==> src/ipv4_stride8_trie_store_lookup_assert.svh <==
// Assertion macros shared by the trie lookup modules.
`ifndef IPV4_STRIDE8_TRIE_STORE_LOOKUP_ASSERT_SVH
`define IPV4_STRIDE8_TRIE_STORE_LOOKUP_ASSERT_SVH

// Same-cycle implication, disabled during reset.
`define IPTRIE_ASSERT_IMPLY(label, clk, rst_n, cond, expr, msg) \
    label: assert property (@(posedge clk) disable iff (!rst_n) (cond) |-> (expr)) \
        else $error(msg);

// Next-cycle implication, disabled during reset.
`define IPTRIE_ASSERT_NEXT(label, clk, rst_n, cond, expr, msg) \
    label: assert property (@(posedge clk) disable iff (!rst_n) (cond) |=> (expr)) \
        else $error(msg);

`endif

==> src/iptrie_pkg.sv <==
// Shared types and constants of the IPv4 stride-8 trie store and lookup block.
package iptrie_pkg;

    localparam int NODE_COUNT  = 1024;
    localparam int FANOUT      = 256;
    localparam int VALUE_BITS  = 16;
    localparam int LEVELS      = 4;
    localparam int OCTET_BITS  = 8;
    localparam int ADDR_BITS   = 32;
    localparam int OUT_VALUE_BITS = 16;

    localparam int NODE_BITS   = $clog2(NODE_COUNT);
    localparam int FREE_BITS   = $clog2(NODE_COUNT + 1);
    localparam int LEVEL_BITS  = $clog2(LEVELS);
    localparam int DATA_BITS   = (VALUE_BITS > NODE_BITS) ? VALUE_BITS : NODE_BITS;
    localparam int MEM_DEPTH   = NODE_COUNT * FANOUT;
    localparam int MEM_ADDR_BITS = NODE_BITS + OCTET_BITS;

    localparam int QUEUE_DEPTH = 2;
    localparam int QPTR_BITS   = (QUEUE_DEPTH > 1) ? $clog2(QUEUE_DEPTH) : 1;
    localparam int QCNT_BITS   = $clog2(QUEUE_DEPTH + 1);

    typedef enum logic [1:0] {
        KIND_EMPTY,
        KIND_CHILD,
        KIND_VALUE
    } kind_t;

    typedef enum logic {
        OP_LOOKUP,
        OP_STORE
    } op_t;

    typedef enum logic [2:0] {
        S_INIT,
        S_IDLE,
        S_READ,
        S_CHECK,
        S_LINK,
        S_CLEAR,
        S_WVAL,
        S_DONE
    } state_t;

    typedef struct packed {
        kind_t                 kind;
        logic [DATA_BITS-1:0]  data;
    } entry_t;

    typedef struct packed {
        logic                  cmd;
        logic [ADDR_BITS-1:0]  address;
        logic [15:0]           store_value;
    } in_item_t;

    typedef struct packed {
        logic                       found;
        logic [OUT_VALUE_BITS-1:0]  result_value;
        logic                       status;
    } out_item_t;

    // Classified work item; octets[0] is the root-level octet.
    typedef struct packed {
        op_t                                op;
        logic [LEVELS-1:0][OCTET_BITS-1:0]  octets;
        logic [VALUE_BITS-1:0]              value;
    } job_t;

endpackage

==> src/iptrie_front.sv <==
// Front end: accepts requests, classifies them into jobs and queues them for the back end.
`include "ipv4_stride8_trie_store_lookup_assert.svh"

module iptrie_front (
    input  logic                 clk,
    input  logic                 rst_n,
    input  logic                 req_valid,
    output logic                 req_ready,
    input  iptrie_pkg::in_item_t req,
    input  logic                 init_done,
    output logic                 job_valid,
    output iptrie_pkg::job_t     job,
    input  logic                 job_pop
);
    import iptrie_pkg::*;

    job_t                 q_mem [QUEUE_DEPTH];
    logic [QPTR_BITS-1:0] wr_ptr_reg, wr_ptr_next;
    logic [QPTR_BITS-1:0] rd_ptr_reg, rd_ptr_next;
    logic [QCNT_BITS-1:0] count_reg, count_next;
    logic                 push;
    job_t                 job_in;

    // Classify the request: decode the operation, split the address into octets, carry the store value
    always_comb
    begin
        job_in.op = req.cmd ? OP_STORE : OP_LOOKUP;
        for (int i = 0; i < LEVELS; i++)
        begin
            job_in.octets[i] = req.address[ADDR_BITS-1-OCTET_BITS*i -: OCTET_BITS];
        end
        job_in.value = VALUE_BITS'(req.store_value);
    end

    // Take a transfer only after the root clear and while the queue has room
    assign req_ready = init_done && (count_reg != QCNT_BITS'(QUEUE_DEPTH));
    assign push      = req_valid && req_ready;
    assign job_valid = (count_reg != '0);
    assign job       = q_mem[rd_ptr_reg];

    // Advance the queue pointers and fill count
    always_comb
    begin
        wr_ptr_next = wr_ptr_reg;
        rd_ptr_next = rd_ptr_reg;
        count_next  = count_reg;
        if (push)
        begin
            wr_ptr_next = (wr_ptr_reg == QPTR_BITS'(QUEUE_DEPTH - 1)) ? '0
                                                                     : wr_ptr_reg + 1'b1;
        end
        if (job_pop)
        begin
            rd_ptr_next = (rd_ptr_reg == QPTR_BITS'(QUEUE_DEPTH - 1)) ? '0
                                                                     : rd_ptr_reg + 1'b1;
        end
        if (push && !job_pop)
        begin
            count_next = count_reg + 1'b1;
        end
        else if (!push && job_pop)
        begin
            count_next = count_reg - 1'b1;
        end
    end

    always_ff @(posedge clk or negedge rst_n)
    begin
        if (!rst_n)
        begin
            wr_ptr_reg <= '0;
            rd_ptr_reg <= '0;
            count_reg  <= '0;
        end
        else
        begin
            wr_ptr_reg <= wr_ptr_next;
            rd_ptr_reg <= rd_ptr_next;
            count_reg  <= count_next;
        end
    end

    // Hold queued jobs
    always_ff @(posedge clk)
    begin
        if (push)
        begin
            q_mem[wr_ptr_reg] <= job_in;
        end
    end

    `IPTRIE_ASSERT_IMPLY(a_front_pop_nonempty, clk, rst_n, job_pop, count_reg != '0, "pop from empty job queue")
    `IPTRIE_ASSERT_IMPLY(a_front_no_accept_in_init, clk, rst_n, !init_done, !push, "request taken during root clear")
    `IPTRIE_ASSERT_NEXT(a_front_count_step, clk, rst_n, push && !job_pop, count_reg == $past(count_reg) + 1'b1, "queue count did not advance on push")

endmodule

==> config.mk <==
export PLATFORM = sky130hd
export DESIGN_NAME = iptrie_front
export DESIGN_NICKNAME = d
export VERILOG_FILES = /design/src/iptrie_pkg.sv /design/src/iptrie_front.sv
export VERILOG_INCLUDE_DIRS = /design/src /design/src/src
export SDC_FILE = /design/constraint.sdc
export NUM_CORES = 1
export LEC_CHECK = 0
export BUFFER_PORTS_ARGS = -buffer_cell sky130_fd_sc_hd__buf_2
export CORE_MARGIN = 2
export CORE_UTILIZATION = 37
export CTS_CLUSTER_DIAMETER = 60
export DETAILED_ROUTE_END_ITERATION = 8
export PLACE_DENSITY_LB_ADDON = 0.08
export SYNTH_ARGS = -nofsm -noshare
export SYNTH_HDL_FRONTEND = slang
export SYNTH_SLANG_ARGS = --single-unit
export TNS_END_PERCENT = 50
==> constraint.sdc <==
create_clock -name clk -period 2.2 [get_ports clk]
set_input_delay 0 -clock clk [delete_from_list [all_inputs] [get_ports clk]]
set_output_delay 0 -clock clk [all_outputs]
set_load 0.02 [all_outputs]
Word-level counts from Yosys, hierarchy flattened
Memory sizes are Yosys's and may differ from the RTL's.
Index checks and enable logic that the tools add are counted.
{ "op_classes": {"addsub": 4, "n_eq_ne": 1, "muxes": 7, "n_reduce_logical": 8} }
{ "ops": {"columns": ["operator", "count"], "rows": [
  ["$mux 1", 5],
  ["$logic_and 1x1->1", 4],
  ["$mux 2", 2],
  ["$reduce_bool 2->1", 2],
  ["$add 1x1->1 const B", 2],
  ["$add 2x1->2 const B", 1],
  ["$logic_not 1->1", 2],
  ["$ne 2x2->1 const B", 1],
  ["$sub 2x1->2 const B", 1]
]} }
{ "totals": {"register_bits": 4, "ram_bits": 98, "input_bits": 54, "out_inout_bits": 51, "wordCells": 24, "mem_count": 1} }
{ "memory_table": {"columns": ["memory", "depth", "word_bits", "rd", "rd_clocked_by_memory_dff", "wr", "line_no", "rtl"], "rows": [
  ["q_mem", 2, 49, 1, 0, 1, "iptrie_front.sv:17", "job_t q_mem [QUEUE_DEPTH];"]
]} }

Longest topological paths before layout
{ "logic_depth": {"depth_word": 7, "ltp_mapped": 6, "ltp_nobuf": 6} }

Least setup slack after synthesis
No wires, ideal clock.
{ "synth_timing": {"kind": "register -> register", "startpoint": "reg count_reg[0]", "endpoint": "mem q_mem[1][0] (netlist name) (enable)", "setup_ns": 0.411, "arrival_ns": 1.896, "t_required_ns": 1.789, "path_slack_ns": -0.107, "path_stages_with_launch": 4, "n_path_buf": 0, "synth_period_minus_slack_ns": 2.307, "cell_sequence": "dfrtp_1 > nand2b_1 > and3_4 > and2_1"} }
{ "synth_between": {"elab_chain_len": 5} }
{ "synth_rtl": {"columns": ["element", "line_no", "rtl"], "rows": [
  ["start, declared", "iptrie_front.sv:20", "logic [QCNT_BITS-1:0] count_reg, count_next;"],
  ["start signal, assigned", "iptrie_front.sv:79", "count_reg <= count_next;"],
  ["$ne 2x2->1", "iptrie_front.sv:36", "assign req_ready = init_done && (count_reg != QCNT_BITS'(QUEUE_DEPTH));"],
  ["$logic_and 1x1->1", "iptrie_front.sv:36", null],
  ["$logic_and 1x1->1", "iptrie_front.sv:37", "assign push = req_valid && req_ready;"],
  ["$mux 1", "iptrie_front.sv:86", "if (push)"],
  ["$mux 1 (not written as such)", "iptrie_front.sv:88", "q_mem[wr_ptr_reg] <= job_in;"],
  ["end, declared", "iptrie_front.sv:17", null]
]} }
No other way between the ends.

==> results.toml <==
[detailed_routing]
num_vias = 2091
ant_nets = 0
drc = 0
viasPerCell = 4.36
wl_per_cell_um = 14.7
wirelength_um = 7040
firstDrtPassIters = 4
drtIter0Drc = 66

[layout]
fillCellCount = 890
nNetsFinal = 395
antennaDiodeCount = 0
drive_gt1_frac = 0.523
largest_reg_flops = 98
area_growth_pct = 35.0
postLayoutCellArea_um2 = 5410

[placed_design]
preCtsSetupSlack_ns = 0.559
hpwlAfterDp_um = 4530
dpl-instance-area_um2 = 4650
gp_congestion = 0.646
io_buffers = 104

[synthesis]
synth_top_area_share = 0.735
synth_top_area_cell = "edfxtp_1"
ys_top_cells_by_area = "edfxtp_1 73%, mux2_4 18%, buf_12 2.5%, dfrtp_1 2.5%, xor2_1 0.66%"
synth_area_um2 = 4010
yosysWarnings = 0
syn_avg_cell_area_um2 = 23.4
synth.distinct_cells = 16
yosysSeqAreaShare = 0.760
synth_cells = 171
syn-num-nets = 226
synth_seq_cells = 102

[clocking]
cts_tree = "done"
clk_pin_slew_ns = 0.09
cts_made_buffers = 9
post-cts-setup-buffers = 0
numClockSinks = 102
cts-root-buf = "clkbuf_8"
ctsResizeCount = 0
htree_levels = 3
insertion_delay_ns = 0.35
cts_buffer_depth = 2

[worst_setup_path]
cp_num_buf_inv = 2
cp_slowest_cell = "dfrtp_4"
crit_required_ns = 2.20
max_stage_delay_ns = 0.84
cp_cell_sequence = "buf_4 -> mux2_4 -> buf_2"
critPathKind = "reg2out"
crit_arrival_ns = 1.94
crit_path_end_kind = "output port"
crit_family = "flip-flops"
start_kind = "flop"
critPathMaxFanout = 31

[die]
die_h_um = 108
die_x_um = 108
ios = 105
initial_core_util = 0.385
dieArea_um2 = 11700
rows = 37
design.core.area_um2 = 10400

[grt]
antenna_found_initial = 0
grt_remaining_overflow = 0
grt_max_degree = 32
grt_pass1_wl_um = 10500
grt_pass1_vias = 2165
grtUsageTotal = 0.123

[timing]
post-route-min-period_ns = 1.94
worstMarginPinSlew_ns = 0.603
post-route-period-util = 0.880
setup_ws_ns = 0.263
setup_viol = 0
maxSlewHeadroom = 0.598
fmax_mhz = 516
finalHoldViolCount = 0
rsz0062_at_grt = "false"
skew_ns = 0.00663
finalMaxSlewViolations = 0

[run]
maxCapViolations = 0

[power]
power_density_nw_per_um2 = 1090
peakVddDrop_v = 0.000558
leakage_nw = 2.18

[min_path]
hold_class = "in2reg"

[outcome]
outcome = "completed"
## metal layers
layer / vias to the layer above / track usage / wire (µm)
met3: 2 / 0.0362 / 380
met2: 60 / 0.228 / 3840
met4: 0 / 0.0522 / 35
met5: - / 0 / 0
met1: 1028 / 0.128 / 2780
li1: 1001 / - / -
## area by class of cell
type | instances | area [µm²] | share of cell area
clock buffers | 9 | 124 | 0.0229
well taps | 136 | 170 | 0.0315
clock inverters | 6 | 95.1 | 0.0176
multi-input cells | 62 | 850 | 0.157
repair buffers | 164 | 1120 | 0.207
flip-flops and latches | 102 | 3050 | 0.563
inverters | 1 | 3.75 | 0.000694
## repair_timing
| item | CTS | global route |
|---|---|---|
| hold buffers | 53 | 1 |
| endpoints found under the hold margin | 104 | 1 |
| endpoints found under the setup margin | 0 | 0 |
## synth_stat cells (all sizes together)
library cell and instances:
and2 2, mux2 49, inv 1, xnor2 1
or2 1, xor2 4, and3 1, nor2 1
edfxtp 98, dfrtp 4, nand2b 1, ha 1
buf 6, and2b 1
## stage by stage
stage | instances | setup TNS (ns) | power (mW) | util | hold WS (ns)
after floorplan | 171 | -1.42 | 4.24 | - | -0.296
after global placement | 411 | 0 | 4.63 | 0.446 | -0.183
after detailed placement | 411 | 0 | 4.64 | 0.446 | -0.182
after CTS | 479 | 0 | 5.98 | 0.518 | 0.0000755
after global routing | 480 | 0 | 6.18 | 0.519 | 0.343
final | 480 | 0 | 5.89 | 0.519 | 0.366
## layout by cell type, fill, tap and decap left out, drive strengths merged
cell and instances:
and3 1, and2b 1, edfxtp 98, clkbuf 9
buf 110, and2 2, nand2b 1, dlygate4sd3 54
mux2 49, or2 1, ha 1, inv 3
xor2 4, bufinv 2, nor2 1, dfrtp 4
clkinvlp 2, xnor2 1
## worst min-delay path: cells and delay by family
| kind | cells | cell delay [ns] |
|---|---|---|
| buffers and inverters | 2 | 0.62 |
| xor gates and xnor gates | 1 | 0.06 |
## cell families (layout without fill, tap and decap cells)
logic type	after synthesis	count (layout)	share of synthesized area
flops	102	102	0.760
mux	49	49	0.184
simple gates	7	7	0.0119
buf+inv	7	180	0.0287
xor+xnor	5	5	0.0128
fa+ha+maj	1	1	0.00312
## where the power goes
| part | internal, mW | total, mW | leakage (nW) | switching [mW] |
|---|---|---|---|---|
| logic | 1.01 | 1.96 | 1.13 | 0.952 |
| registers | 2.43 | 2.66 | 0.941 | 0.239 |
| clock network | 0.646 | 1.26 | 0.104 | 0.611 |
| total | 4.08 | 5.89 | 2.18 | 1.80 |
## worst paths after layout
kind | startpoint | end | slack [ns] | depth (start not counted)
min in group asynchronous | rst_n | count_reg[0] | 0.54 | 3
max in group asynchronous | rst_n | rd_ptr_reg | 1.46 | 3
min | job_pop | rd_ptr_reg | 0.37 | 3
max reg2reg | count_reg[0] | q_mem[1][30] | 0.57 | 4
min reg2reg | count_reg[1] | count_reg[1] | 0.50 | 1
max | rd_ptr_reg | job[6] | 0.26 | 3
(Power assumes the default switching activity.)
